<file path="config.mk">
export PLATFORM = sky130hd
export DESIGN_NAME = tcf_queue
export DESIGN_NICKNAME = d
export VERILOG_FILES = /design/src/hw/rtl/tcf_pkg.sv /design/src/hw/rtl/tcf_queue.sv
export VERILOG_INCLUDE_DIRS = /design/src /design/src/hw/rtl
export SDC_FILE = /design/constraint.sdc
export NUM_CORES = 1
export LEC_CHECK = 0
export BUFFER_PORTS_ARGS = -buffer_cell sky130_fd_sc_hd__buf_2
export CELL_PAD_IN_SITES_DETAIL_PLACEMENT = 0
export CELL_PAD_IN_SITES_GLOBAL_PLACEMENT = 1
export CORE_MARGIN = 10
export CORE_UTILIZATION = 39
export DETAILED_ROUTE_END_ITERATION = 8
export PLACE_DENSITY = 0.8
export SKIP_CTS_REPAIR_TIMING = 1
export SYNTH_ARGS = -nofsm -noshare
export SYNTH_HDL_FRONTEND = slang
export SYNTH_SLANG_ARGS = --single-unit
</file>
<file path="constraint.sdc">
create_clock -name clk -period 6.7 [get_ports clk]
set_clock_uncertainty 0.05 [all_clocks]
set_input_delay 0.67 -clock clk [delete_from_list [all_inputs] [get_ports clk]]
set_output_delay 0.67 -clock clk [all_outputs]
set_load 0.1 [all_outputs]
</file>
<file path="src/hw/rtl/assert_macros.svh">
// Assertion macros shared by the RTL modules of the tilt filter.
`ifndef ASSERT_MACROS_SVH
`define ASSERT_MACROS_SVH

// The condition holds at every clock edge outside reset.
`define ASSERT_ALWAYS(label, clk, rst, cond, msg) \
  label: assert property (@(posedge clk) disable iff (rst) (cond)) else $error(msg);

// The antecedent implies the consequent in the same cycle.
`define ASSERT_IMPLIES(label, clk, rst, ante, cons, msg) \
  label: assert property (@(posedge clk) disable iff (rst) (ante) |-> (cons)) else $error(msg);

// The antecedent implies the consequent in the following cycle.
`define ASSERT_NEXT(label, clk, rst, ante, cons, msg) \
  label: assert property (@(posedge clk) disable iff (rst) (ante) |=> (cons)) else $error(msg);

`endif

</file>
<file path="src/hw/rtl/tcf_pkg.sv">
// Types, constants and the arctangent table of the tilt filter.
package tcf_pkg;

  localparam int ANGLE_ITERATIONS = 16;
  localparam int ITER_W = 5;
  localparam logic [ITER_W-1:0] ITER_LAST = ITER_W'(ANGLE_ITERATIONS - 1);

  localparam int AW = 27;
  localparam int ZW = 26;
  localparam int EST_W = 26;
  localparam logic signed [ZW-1:0] DEG90 = ZW'(90 * 65536);

  localparam logic [16:0] DIV_K = 17'd131000;
  localparam logic [47:0] DIV_BIAS = 48'd65500;
  localparam logic [31:0] DIV_RECIP = 32'd2148663944;
  localparam logic [1:0] DIV_LAST = 2'd3;

  localparam logic [4:0] SQ_STEPS = 5'd24;

  typedef struct packed {
    logic signed [15:0] accel_x;
    logic signed [15:0] accel_y;
    logic signed [15:0] accel_z;
    logic signed [15:0] gyro_x;
    logic signed [15:0] gyro_y;
    logic [15:0] elapsed_ms;
    logic roll_zero;
    logic pitch_zero;
  } tcf_item_t;

  typedef struct packed {
    logic valid;
    tcf_item_t item;
  } tcf_qword_t;

  function automatic logic signed [ZW-1:0] atan_entry(input logic [ITER_W-1:0] i);
    logic [21:0] v;
    unique case (i)
      5'd0: v = 22'd2949120;
      5'd1: v = 22'd1740967;
      5'd2: v = 22'd919879;
      5'd3: v = 22'd466945;
      5'd4: v = 22'd234379;
      5'd5: v = 22'd117304;
      5'd6: v = 22'd58666;
      5'd7: v = 22'd29335;
      5'd8: v = 22'd14668;
      5'd9: v = 22'd7334;
      5'd10: v = 22'd3667;
      5'd11: v = 22'd1833;
      5'd12: v = 22'd917;
      5'd13: v = 22'd458;
      5'd14: v = 22'd229;
      5'd15: v = 22'd115;
      5'd16: v = 22'd57;
      5'd17: v = 22'd29;
      5'd18: v = 22'd14;
      5'd19: v = 22'd7;
      5'd20: v = 22'd4;
      5'd21: v = 22'd2;
      5'd22: v = 22'd1;
      default: v = 22'd0;
    endcase
    return ZW'(v);
  endfunction

endpackage

</file>
<file path="src/hw/rtl/tcf_queue.sv">
// Front end: accepts input words, flags zero vectors and queues them for the engine.
`include "assert_macros.svh"

module tcf_queue (
  input  logic                clk,
  input  logic                rst,
  input  logic                in_valid,
  output logic                in_stall,
  input  logic signed [15:0]  accel_x,
  input  logic signed [15:0]  accel_y,
  input  logic signed [15:0]  accel_z,
  input  logic signed [15:0]  gyro_x,
  input  logic signed [15:0]  gyro_y,
  input  logic [15:0]         elapsed_ms,
  output tcf_pkg::tcf_qword_t head,
  input  logic                pop
);
  import tcf_pkg::*;

  tcf_item_t mem [2];
  tcf_item_t entry;
  logic wr_ptr;
  logic rd_ptr;
  logic [1:0] count;
  logic push;
  logic take;

  always_comb begin
    entry.accel_x = accel_x;
    entry.accel_y = accel_y;
    entry.accel_z = accel_z;
    entry.gyro_x = gyro_x;
    entry.gyro_y = gyro_y;
    entry.elapsed_ms = elapsed_ms;
    entry.roll_zero = (accel_y == 16'sd0) && (accel_z == 16'sd0);
    entry.pitch_zero = entry.roll_zero && (accel_x == 16'sd0);
  end

  assign in_stall = (count == 2'd2);
  assign push = in_valid && !in_stall;
  assign take = pop && head.valid;
  assign head.valid = (count != 2'd0);
  assign head.item = mem[rd_ptr];

  always_ff @(posedge clk) begin
    if (push) begin
      mem[wr_ptr] <= entry;
    end
  end

  always_ff @(posedge clk) begin
    if (rst) begin
      wr_ptr <= 1'b0;
      rd_ptr <= 1'b0;
      count <= 2'd0;
    end else begin
      if (push) begin
        wr_ptr <= !wr_ptr;
      end
      if (take) begin
        rd_ptr <= !rd_ptr;
      end
      count <= count + 2'(push) - 2'(take);
    end
  end

  `ASSERT_ALWAYS(a_count_range, clk, rst, count != 2'd3, "queue count out of range")
  `ASSERT_NEXT(a_full_holds, clk, rst, (count == 2'd2) && !pop, count == 2'd2, "full queue lost a word")

endmodule

</file>
==> metrics.md, run 1 <==
| Metric | Value |
|---|---|
| Half-perimeter wire length of the detailed placement result | `11.22 mm` |
| Share of the clock period used by the worst path after layout | `0.5214` |
| Yosys cell types | `23` |
| Core Region | `18770 µm²` |
| FFs w/ async S/R, synth | `0` |
| Number of maximum-capacitance constraint violations | `0` |
| Pin count of the biggest net entering global routing | `53` |
| Share of layout cells above drive strength 1 | `0.5781` |
| Avg WL per Cell | `19.71 µm` |
| Via density per instance | `4.877` |
| Number of buffers created by CTS | `21` |
| Number of instances in the synthesized netlist | `348` |
| Number of endpoints failing setup at the final stage | `0` |
| Leakage power | `3.507 nW` |
| Data required time at the worst endpoint | `5980 ps` |
| Worst-case clock buffer depth | `3` |
| Result of the run | `completed` |
| Placed insts | `773` |
| Biggest fanout along the worst timing path | `51` |
| RSZ-0062 raised after global routing | `no` |
| Number of violations reported at the end of detailed-routing iteration 0 | `168` |
| Syn Nets | `450` |
| Buffers and inverters on the worst path | `2` |
| Horizontal die dimension | `158.5 µm` |
| Root cell of the clock tree | `sky130_fd_sc_hd__clkbuf_16` |
| Setup slack at placement | `3621 ps` |
| Average cell area after synthesis | `21.49 µm²` |
| Boundary Pins | `200` |
| Standard-cell row count | `50` |
| # clock sinks | `201` |
| Total via count after detailed routing | `3950` |
| Most common cell in the synthesized netlist | `sky130_fd_sc_hd__edfxtp_1` |
| Nets@finish | `664` |
| CP Class | `reg2out` |
| Global-route usage over all layers | `0.1225` |
| Proportion of netlist area held by the largest area contributor | `0.7869` |
| Worst min-delay path class | `in2reg` |
| Number of warning messages in the yosys log | `0` |
| Post-route non-filler standard cell count | `810` |
| Largest delay share family, worst path | `buffers and inverters` |
| Top cells by area, synth | `sky130_fd_sc_hd__edfxtp_1, sky130_fd_sc_hd__mux2_2, sky130_fd_sc_hd__mux2_4, sky130_fd_sc_hd__dfxtp_1, sky130_fd_sc_hd__nor4_1` |
| CTS tree | `done` |
| Number of port buffers | `199` |
| Kind of start point of the critical path | `register` |
| Setup slack of the critical path after layout | `3206 ps` |
| Clock-pin slew on the worst setup and hold paths | `70 ps` |
| Area added between synthesis and finish | `25.31%` |
| PnR Total Power | `4.712 mW` |
| Mapped cell area | `7480 µm²` |
| Yosys reg bits | `201` |
| H-tree depth | `1` |
| Number of global-route vias before repair | `4410` |
| Pwr Density | `502.7 nW/µm²` |
| Endpoint arrival time on the critical path | `2770 ps` |
| Total Die Area | `25120 µm²` |
| Final Core Density | `0.4994` |
| VDD IR max | `0.0003792 V` |
| Number of flops mapped to enable cells by yosys | `196` |
| Final Max Tran Viols | `0` |
| Worst slew slack as a fraction of its limit | `0.5017` |
| Critical Path Slowest Stage Cell | `sky130_fd_sc_hd__dfxtp_4` |
| Slowest cell delay on critical path | `790 ps` |
| Critical Path, Cell by Cell | `buf_4, mux2_2, buf_2` |
| Most frequent cells after synthesis | `sky130_fd_sc_hd__edfxtp_1, sky130_fd_sc_hd__mux2_2, sky130_fd_sc_hd__mux2_4, sky130_fd_sc_hd__nor4_1, sky130_fd_sc_hd__buf_2` |
| Number of nets with antenna violations after routing | `0` |
| Global-route wire length before repair | `24.04 mm` |
| Cell accounting for the most synthesized area | `sky130_fd_sc_hd__edfxtp_1` |
| Peak clock frequency supported by timing | `0.2862 GHz` |
| Height of the die | `158.5 µm` |
| Routed wire length | `15.97 mm` |
| Actual slew at the worst max-slew pin | `747.5 ps` |
| Clock network latency to the later pin of the worst-skew pair | `480 ps` |
| Endpoint type of the worst setup path | `primary output` |
| Number of antenna violations at the first check in global routing | `0` |
| Effective utilization at floorplan | `0.3985` |
| Fraction of the yosys area taken by sequential cells | `0.8003` |
| Total grt overflow | `0` |
| 1st-pass router iterations | `4` |
| Main flop type after synthesis | `sky130_fd_sc_hd__edfxtp_1` |
| Total Neg Setup Slack | `0 ps` |
| Post-detailed-route DRC marker count | `0` |
| Final Hold Violating Endpoints | `0` |
| Weighted congestion at the end of routability-driven global placement | `0.7422` |
| # diodes | `0` |
| Final period demand of the worst path | `3494 ps` |
## placed cells by master, fill, tap and decap left out, drive strengths merged
cell and instances:
edfxtp 196, a21oi 1, dfxtp 5, clkinv 9, buf 202, nor3 1
nand2 1, mux2 98, nor2 4, ha 2, nor4 12, o21a 1
or3 1, or2 1, xor2 1, inv 4, clkbuf 25, nor2b 1
nand4 3, xnor2 2, clkinvlp 1, and3 1, o21ai 1, bufinv 2
nand2b 1
## logic make-up after synthesis
| logic type | count (synthesis) | share of synthesized area |
|---|---|---|
| flip-flops | 201 | 0.8003 |
| XOR/XNOR | 3 | 0.003514 |
| multiplexers | 98 | 0.1576 |
| buffers and inverters | 15 | 0.01271 |
| AO/OA/AOI/OAI | 3 | 0.002341 |
| adder cells (fa/ha/maj) | 2 | 0.003345 |
| AND/OR/NAND/NOR | 26 | 0.02024 |
## cell type report
| class | instances | area, µm² |
|---|---|---|
| inverters | 4 | 17.52 |
| clock inverters | 12 | 110.1 |
| multi-input cells | 132 | 1404 |
| clock buffers | 25 | 540.5 |
| flip-flops and latches | 201 | 5989 |
| well taps | 234 | 292.8 |
| fillers | 1572 | 9395 |
| repair buffers | 202 | 1018 |
## state kept, by name, summed over array words and instances, names as in the netlist, named ones only
name / flops
wr_ptr: 1
rd_ptr: 1
count: 2
mem: 196
## worst paths after layout
kind / startpoint / to / slack (ps) / cells after the start
worst max-delay path: register / head[2] / 3210 / 3
worst min-delay path: gyro_y[10] / mem[1][28]$_DFFE_PP_ / 320 / 1
worst max register to register: count[0]$_SDFF_PP0_ / mem[0][54]$_DFFE_PP_ / 4100 / 5
worst min register to register: wr_ptr$_SDFFE_PP0N_ / wr_ptr$_SDFFE_PP0N_ / 450 / 2
## metrics by stage
stage | hold WS (ps) | cell area [µm²]
2_1_floorplan | 401.8 | 7480
3_3_place_gp | 422.6 | 8722
3_5_place_dp | 431.3 | 8722
4_1_cts | 299.0 | 9373
5_1_grt | 303.1 | 9373
6_report | 324.6 | 9373
## per-layer routing
| metal | vias up | global-route usage | wire, µm |
|---|---|---|---|
| met5 | - | 0 | 0 |
| met4 | 0 | 0.03485 | 334 |
| met3 | 28 | 0.03967 | 1395 |
| met2 | 153 | 0.2090 | 7902 |
| met1 | 1947 | 0.1451 | 6332 |
| li1 | 1822 | - | - |
## worst reg2reg max path: stages (launching register included)
cell and delay, ps:
sky130_fd_sc_hd__dfxtp_1 370, sky130_fd_sc_hd__nand2b_2 160, sky130_fd_sc_hd__inv_1 50, sky130_fd_sc_hd__or3_1 370
sky130_fd_sc_hd__inv_4 470, sky130_fd_sc_hd__buf_4 710
## power by group
| part | switching (mW) | total [mW] | internal [mW] | leakage [nW] |
|---|---|---|---|---|
| Combinational | 1.61 | 1.98 | 0.366 | 1.32 |
| Clock | 0.446 | 1.10 | 0.652 | 0.316 |
| Sequential | 0.0752 | 1.64 | 1.56 | 1.87 |
| Total | 2.13 | 4.71 | 2.58 | 3.51 |
Power figures use the tool's default switching activity.
==> inputs of run 2 (changes only) <==
Settings changed: ABC_AREA set to 1, PLACE_DENSITY 0.8 to 0.84.
Clock period 6.7 ns to 3.15 ns, I/O delays scaled along.
==> run 2 against run 1 <==
Utilization increased by 4.6 points. Final cell count increased by 21%. Sequential share of layout area fell by 7.1 points. Synthesized cell count increased by 14%. Global-route usage barely moved. Clock power up 110%. Critical path depth did not move. Non-clock buffer count increased by 96. Design area is 13% higher. Combinational power up 130%. Sequential cell count did not move. Sequential power is 120% higher. Largest cell class unchanged. Largest power group unchanged.
==> metrics.md, run 2 <==
| Metric | Value |
|---|---|
| Avg WL per Cell | `17.46 µm` |
| Post-route cell area | `10550 µm²` |
| Worst flop-to-flop path startpoint | `count[0]$_SDFF_PP0_` |
| Setup slack at placement | `941.6 ps` |
| Number of nets with antenna violations after routing | `0` |
| Clock network latency to the later pin of the worst-skew pair | `480 ps` |
| Met3 routed wirelength | `1.033 mm` |
| Area used by multi-input combinational logic | `1490 µm²` |
| Share of layout cells above drive strength 1 | `0.4638` |
| Most common cell in the synthesized netlist | `sky130_fd_sc_hd__edfxtp_1` |
| R2R depth | `3` |
| Leading cell types in the layout, fill and taps excluded | `sky130_fd_sc_hd__buf_2, sky130_fd_sc_hd__edfxtp_1, sky130_fd_sc_hd__dlygate4sd3_1, sky130_fd_sc_hd__mux2_2, sky130_fd_sc_hd__nor2_1` |
| Worst hold margin | `20.15 ps` |
| Final Core Density | `0.5457` |
| Proportion of netlist area held by the largest area contributor | `0.7720` |
| Biggest fanout along the worst timing path | `45` |
| Cell accounting for the most synthesized area | `sky130_fd_sc_hd__edfxtp_1` |
| Number of antenna violations at the first check in global routing | `0` |
| # clock sinks | `201` |
| Leakage power | `4.061 nW` |
| Critical Path, Cell by Cell | `buf_12, mux2_2, buf_2` |
| Total of fill cells in the finished design | `1494` |
| Total Die Area | `25540 µm²` |
| Actual slew at the worst max-slew pin | `661.0 ps` |
| Yosys cell types | `17` |
| Main flop type after synthesis | `sky130_fd_sc_hd__edfxtp_1` |
| Share of the clock period used by the worst path after layout | `0.8476` |
| Final Max Tran Viols | `0` |
| Fraction of the yosys area taken by sequential cells | `0.7852` |
| Global-route usage over all layers | `0.1225` |
| Yosys reg bits | `201` |
| Height of the die | `159.8 µm` |
| Number of global-route vias before repair | `4616` |
| Setup slack of the critical path after layout | `479.9 ps` |
| Nets@finish | `808` |
| Pin count of the biggest net entering global routing | `100` |
| Cell Area, Placed | `8985 µm²` |
| Number of violations reported at the end of detailed-routing iteration 0 | `156` |
| Met2 wire length | `9.209 mm` |
| FFs w/ async S/R, synth | `0` |
| Sequential standard cell area | `5989 µm²` |
| Core Region | `19330 µm²` |
| H-tree depth | `1` |
| Worst slew slack as a fraction of its limit | `0.5583` |
| Largest registers ranked by flip-flop count | `mem x196, count x2` |
| Number of port buffers | `199` |
| Root cell of the clock tree | `sky130_fd_sc_hd__clkbuf_16` |
| 1st-pass router iterations | `4` |
| Setup slack of the most critical reg-to-reg path | `1300 ps` |
| VDD IR max | `0.0007352 V` |
| Critical Path Slowest Stage Cell | `sky130_fd_sc_hd__dfxtp_4` |
| Mapped cell area | `7624 µm²` |
| Final Hold Violating Endpoints | `0` |
| Largest register by flop count | `mem` |
| Number of cells on the critical path | `3` |
| Worst min-delay path class | `in2reg` |
| Uppermost signal routing layer after detailed routing | `met4` |
| Via density per instance | `4.517` |
| Most common library cell in the layout ignoring fill and taps | `sky130_fd_sc_hd__buf_2` |
| Syn Nets | `498` |
| Result of the run | `completed` |
| Final period demand of the worst path | `2670 ps` |
| Peak clock frequency supported by timing | `0.3745 GHz` |
| Routed wire length | `17.16 mm` |
| # diodes | `0` |
| Buffers and inverters on the worst path | `2` |
| Standard-cell row count | `51` |
| Weighted congestion at the end of routability-driven global placement | `0.7556` |
| Clock-pin slew on the worst setup and hold paths | `60 ps` |
| Number of instances in the synthesized netlist | `396` |
| Timing endpoint of the critical path | `head[68]` |
| Endpoint type of the worst setup path | `primary output` |
| Top cells by area, synth | `sky130_fd_sc_hd__edfxtp_1, sky130_fd_sc_hd__mux2_2, sky130_fd_sc_hd__mux2_4, sky130_fd_sc_hd__nor2_1, sky130_fd_sc_hd__dfxtp_1` |
| Slowest cell delay on critical path | `760 ps` |
| Number of maximum-capacitance constraint violations | `0` |
| Endpoint arrival time on the critical path | `2310 ps` |
| Boundary Pins | `200` |
| Kind of start point of the critical path | `register` |
| Effective utilization at floorplan | `0.3943` |
| Half-perimeter wire length of the detailed placement result | `11.47 mm` |
| Length of routed wiring on met1 | `6.662 mm` |
| Max FFs per register | `196` |
| Number of buffers created by CTS | `21` |
| Number of endpoints failing setup at the final stage | `0` |
| Largest delay share family, worst path | `flip-flops` |
| Total Neg Setup Slack | `0 ps` |
| CTS tree | `done` |
| Worst-case clock buffer depth | `3` |
| Total via count after detailed routing | `4440` |
| Data required time at the worst endpoint | `2780 ps` |
| RSZ-0062 raised after global routing | `no` |
| Number of flops mapped to enable cells by yosys | `196` |
| Horizontal die dimension | `159.8 µm` |
| Pwr Density | `991.3 nW/µm²` |
| Average cell area after synthesis | `19.25 µm²` |
| Total grt overflow | `0` |
| Global-route wire length before repair | `25.31 mm` |
| Area added between synthesis and finish | `38.41%` |
| CP Class | `reg2out` |
| Post-detailed-route DRC marker count | `0` |
| Number of warning messages in the yosys log | `0` |
| Most frequent cells after synthesis | `sky130_fd_sc_hd__edfxtp_1, sky130_fd_sc_hd__mux2_2, sky130_fd_sc_hd__nor2_1, sky130_fd_sc_hd__inv_1` |
| Endpoint of the worst-slack reg-to-reg timing path | `mem[0][38]$_DFFE_PP_` |
[run 2: changes by cell type after synthesis, sizes merged, moves of 2 or more]
| cell | before | now |
|---|---|---|
| nor2 | 4 | 31 |
| nand2 | 1 | 20 |
| nor4 | 12 | 0 |
| nor3b | 0 | 4 |
| inv | 4 | 22 |
| nand4 | 3 | 1 |
| and2 | 0 | 2 |
[run 2: cells by family (layout without fill, tap and decap cells)]
family | Yosys count | count (layout) | synth area share
flip-flops | 201 | 201 | 0.7852
multiplexers | 98 | 98 | 0.1546
AND/OR/NAND/NOR | 59 | 59 | 0.03233
buffers and inverters | 33 | 355 | 0.02134
adder cells (fa/ha/maj) | 2 | 2 | 0.003282
AO/OA/AOI/OAI | 2 | 2 | 0.002134
XOR/XNOR | 1 | 1 | 0.001149
[run 2: power by group]
part	leakage, nW	internal [mW]	total (mW)	switching [mW]
clock	0.306	1.37	2.29	0.915
combinational	1.88	0.921	4.59	3.67
sequential	1.87	3.41	3.59	0.172
total	4.06	5.71	10.5	4.75
[run 2: routing by layer]
metal  vias to the layer above  global-route usage
li1                       2101                   -
met1                      2178              0.1362
met2                       139              0.2234
met3                        22             0.03316
met4                         0             0.03715
met5                         -                   0
[run 2: worst min path at each step]
stage	startpoint	cells past startpoint	end	slack [ps]
after global placement	gyro_y[9]	1	mem[1][27]$_DFFE_PP_	450
after global routing	accel_x[1]	1	mem[0][83]$_DFFE_PP_	4
after detailed placement	elapsed_ms[5]	1	mem[0][7]$_DFFE_PP_	460
after floorplan	rst	1	count[0]$_SDFF_PP0_	340
after CTS	gyro_y[14]	1	mem[1][32]$_DFFE_PP_	-50
final	accel_y[1]	1	mem[0][67]$_DFFE_PP_	20
[run 2: area by class of cell]
cell class                 count  area share
inverter                      22    0.007826
clock buffer                  24     0.05087
multi-input combinational    162      0.1412
clock inverter                11    0.009368
sequential                   201      0.5676
timing repair buffer         298      0.1916
tap                          265     0.03142
[run 2: metrics by stage]
stage | cells | power (mW)
global placement | 855 | 8.101
CTS | 890 | 10.49
global route | 983 | 10.85
detailed placement | 855 | 8.176
finish | 983 | 10.46
floorplan | 396 | 7.488
==> inputs of run 3 (changes only) <==
Settings changed: PLACE_DENSITY 0.84 to 0.81.
Clock period 3.15 ns to 2.7 ns, I/O delays scaled along.
==> run 3 against run 2 <==
Wire length grew 1.1%. Register-to-register slack lost 390 ps. Hold slack gained 180 ps. Clock power grew 17%. Sequential power grew 14%. Clock-buffer cell count shrank 1. Combinational power grew 18%. Worst setup slack lost 61 ps. Via count grew 1.2%. Sequential share of layout area is essentially flat. Highest routed layer unchanged.
==> metrics.md, run 3 (synthesis results as in run 2) <==
| Metric | Value |
|---|---|
| Result of the run | `completed` |
| Sequential standard cell area | `5989 µm²` |
| Horizontal die dimension | `159.8 µm` |
| Number of maximum-capacitance constraint violations | `0` |
| Leading cell types in the layout, fill and taps excluded | `sky130_fd_sc_hd__buf_2, sky130_fd_sc_hd__edfxtp_1, sky130_fd_sc_hd__dlygate4sd3_1, sky130_fd_sc_hd__mux2_2, sky130_fd_sc_hd__nor2_1` |
| Total of fill cells in the finished design | `1521` |
| Number of global-route vias before repair | `4531` |
| Most common library cell in the layout ignoring fill and taps | `sky130_fd_sc_hd__buf_2` |
| Endpoint of the worst-slack reg-to-reg timing path | `count[1]$_SDFF_PP0_` |
| Share of the clock period used by the worst path after layout | `0.8450` |
| Final Hold Violating Endpoints | `0` |
| Worst-case clock buffer depth | `3` |
| Actual slew at the worst max-slew pin | `695.3 ps` |
| Total via count after detailed routing | `4494` |
| Largest register by flop count | `mem` |
| Total grt overflow | `0` |
| 1st-pass router iterations | `4` |
| Final Max Tran Viols | `0` |
| VDD IR max | `0.001101 V` |
| Pin count of the biggest net entering global routing | `66` |
| Biggest fanout along the worst timing path | `33` |
| Worst hold path cell count | `4` |
| Height of the die | `159.8 µm` |
| Core Region | `19330 µm²` |
| Number of nets with antenna violations after routing | `0` |
| Post-detailed-route DRC marker count | `0` |
| Clock-pin slew on the worst setup and hold paths | `60 ps` |
| # clock sinks | `201` |
| Peak clock frequency supported by timing | `0.4383 GHz` |
| Total Neg Setup Slack | `0 ps` |
| Via density per instance | `4.558` |
| Slowest cell delay on critical path | `410 ps` |
| CTS tree | `done` |
| Leakage power | `4.073 nW` |
| Endpoint of the worst hold path | `wr_ptr$_SDFFE_PP0N_` |
| Worst min-delay path class | `in2reg` |
| Routed wire length | `17.35 mm` |
| Endpoint arrival time on the critical path | `1960 ps` |
| Boundary Pins | `200` |
| Final period demand of the worst path | `2281 ps` |
| Pwr Density | `1157 nW/µm²` |
| Nets@finish | `812` |
| Standard-cell row count | `51` |
| Largest registers ranked by flip-flop count | `mem x196, count x2` |
| H-tree depth | `1` |
| Share of layout cells above drive strength 1 | `0.4653` |
| Max FFs per register | `196` |
| Endpoint type of the worst setup path | `primary output` |
| Largest delay share family, worst path | `buffers and inverters` |
| Total Die Area | `25540 µm²` |
| Weighted congestion at the end of routability-driven global placement | `0.7139` |
| Buffers and inverters on the worst path | `2` |
| R2R depth | `8` |
| Beginning of the worst hold path | `in_valid` |
| RSZ-0062 raised after global routing | `no` |
| Root cell of the clock tree | `sky130_fd_sc_hd__clkbuf_16` |
| Worst slew slack as a fraction of its limit | `0.5365` |
| Critical Path, Cell by Cell | `buf_4, mux2_2, buf_2` |
| Number of endpoints failing setup at the final stage | `0` |
| Effective utilization at floorplan | `0.3943` |
| Setup slack of the most critical reg-to-reg path | `910 ps` |
| Number of port buffers | `199` |
| Clock network latency to the later pin of the worst-skew pair | `480 ps` |
| Worst hold margin | `198.7 ps` |
| Half-perimeter wire length of the detailed placement result | `11.41 mm` |
| Global-route wire length before repair | `25.22 mm` |
| Worst flop-to-flop path startpoint | `count[1]$_SDFF_PP0_` |
| Area added between synthesis and finish | `38.42%` |
| PnR Total Power | `12.21 mW` |
| CP Class | `reg2out` |
| Number of antenna violations at the first check in global routing | `1` |
| Data required time at the worst endpoint | `2380 ps` |
| Global-route usage over all layers | `0.1219` |
| Number of buffers created by CTS | `21` |
| Avg WL per Cell | `17.59 µm` |
| Number of violations reported at the end of detailed-routing iteration 0 | `237` |
| Area used by multi-input combinational logic | `1490 µm²` |
| Kind of start point of the critical path | `register` |
| Critical Path Slowest Stage Cell | `sky130_fd_sc_hd__mux2_2` |
## run 3: cell count changes in the layout (fill, tap and decap cells not counted), moves of 2 or more
cell,previous run,this run
sky130_fd_sc_hd__dlygate4sd3_1,93,97
sky130_fd_sc_hd__clkinv_1,7,4
sky130_fd_sc_hd__buf_12,4,1
sky130_fd_sc_hd__buf_4,2,5
sky130_fd_sc_hd__clkinv_2,1,3
## run 3: through the flow
stage	worst slack [ps]	cell area, µm²	utilization	cells
floorplan	255.2	7639	-	396
global placement	919.9	8947	0.4628	855
detailed placement	900.0	8947	0.4628	855
CTS	377.5	9579	0.4954	888
global route	331.0	10550	0.5458	986
finish	418.6	10550	0.5458	986
## run 3: worst max-delay path by stage
stage                                     end                start  depth (start not counted)
after global routing                 head[15]             register                          3
after global placement               head[40]             register                          3
after detailed placement  count[1]$_SDFF_PP0_  count[1]$_SDFF_PP0_                          8
after CTS                            head[40]             register                          3
after floorplan           mem[1][0]$_DFFE_PP_  count[0]$_SDFF_PP0_                          2
final                                head[40]             register                          3
## run 3: power breakdown
| part | switching, mW | leakage (nW) | total, mW | internal (mW) |
|---|---|---|---|---|
| Sequential | 0.119 | 1.87 | 4.11 | 3.99 |
| Clock | 1.09 | 0.312 | 2.68 | 1.60 |
| Combinational | 4.37 | 1.89 | 5.42 | 1.05 |
## run 3: worst reg2reg max path: cells and delay by family, from the launching register on
kind | cells | cell delay (ps)
AOI/OAI and AO/OA | 1 | 310
adders and majority gates | 2 | 460
DFF | 1 | 380
and+or+nand+nor | 2 | 230
xor gates and xnor gates | 1 | 130
buffers and inverters | 2 | 140
## run 3: routing by layer
layer / GRT usage / vias to the layer above / routed length [µm]
met2: 0.2116 / 155 / 9029
met1: 0.1389 / 2194 / 6789
li1: - / 2115 / -
met4: 0.03339 / 0 / 350
met5: 0 / - / 0
met3: 0.04447 / 30 / 1180
## run 3: area by class of cell
| cell class | count | area share |
|---|---|---|
| antenna | 1 | 0.0002371 |
| clock buffer | 23 | 0.05051 |
| clock inverter | 10 | 0.009367 |
| inverter | 22 | 0.007825 |
| multi-input combinational | 162 | 0.1412 |
| sequential | 201 | 0.5676 |
| tap | 265 | 0.03142 |
| timing repair buffer | 302 | 0.1918 |
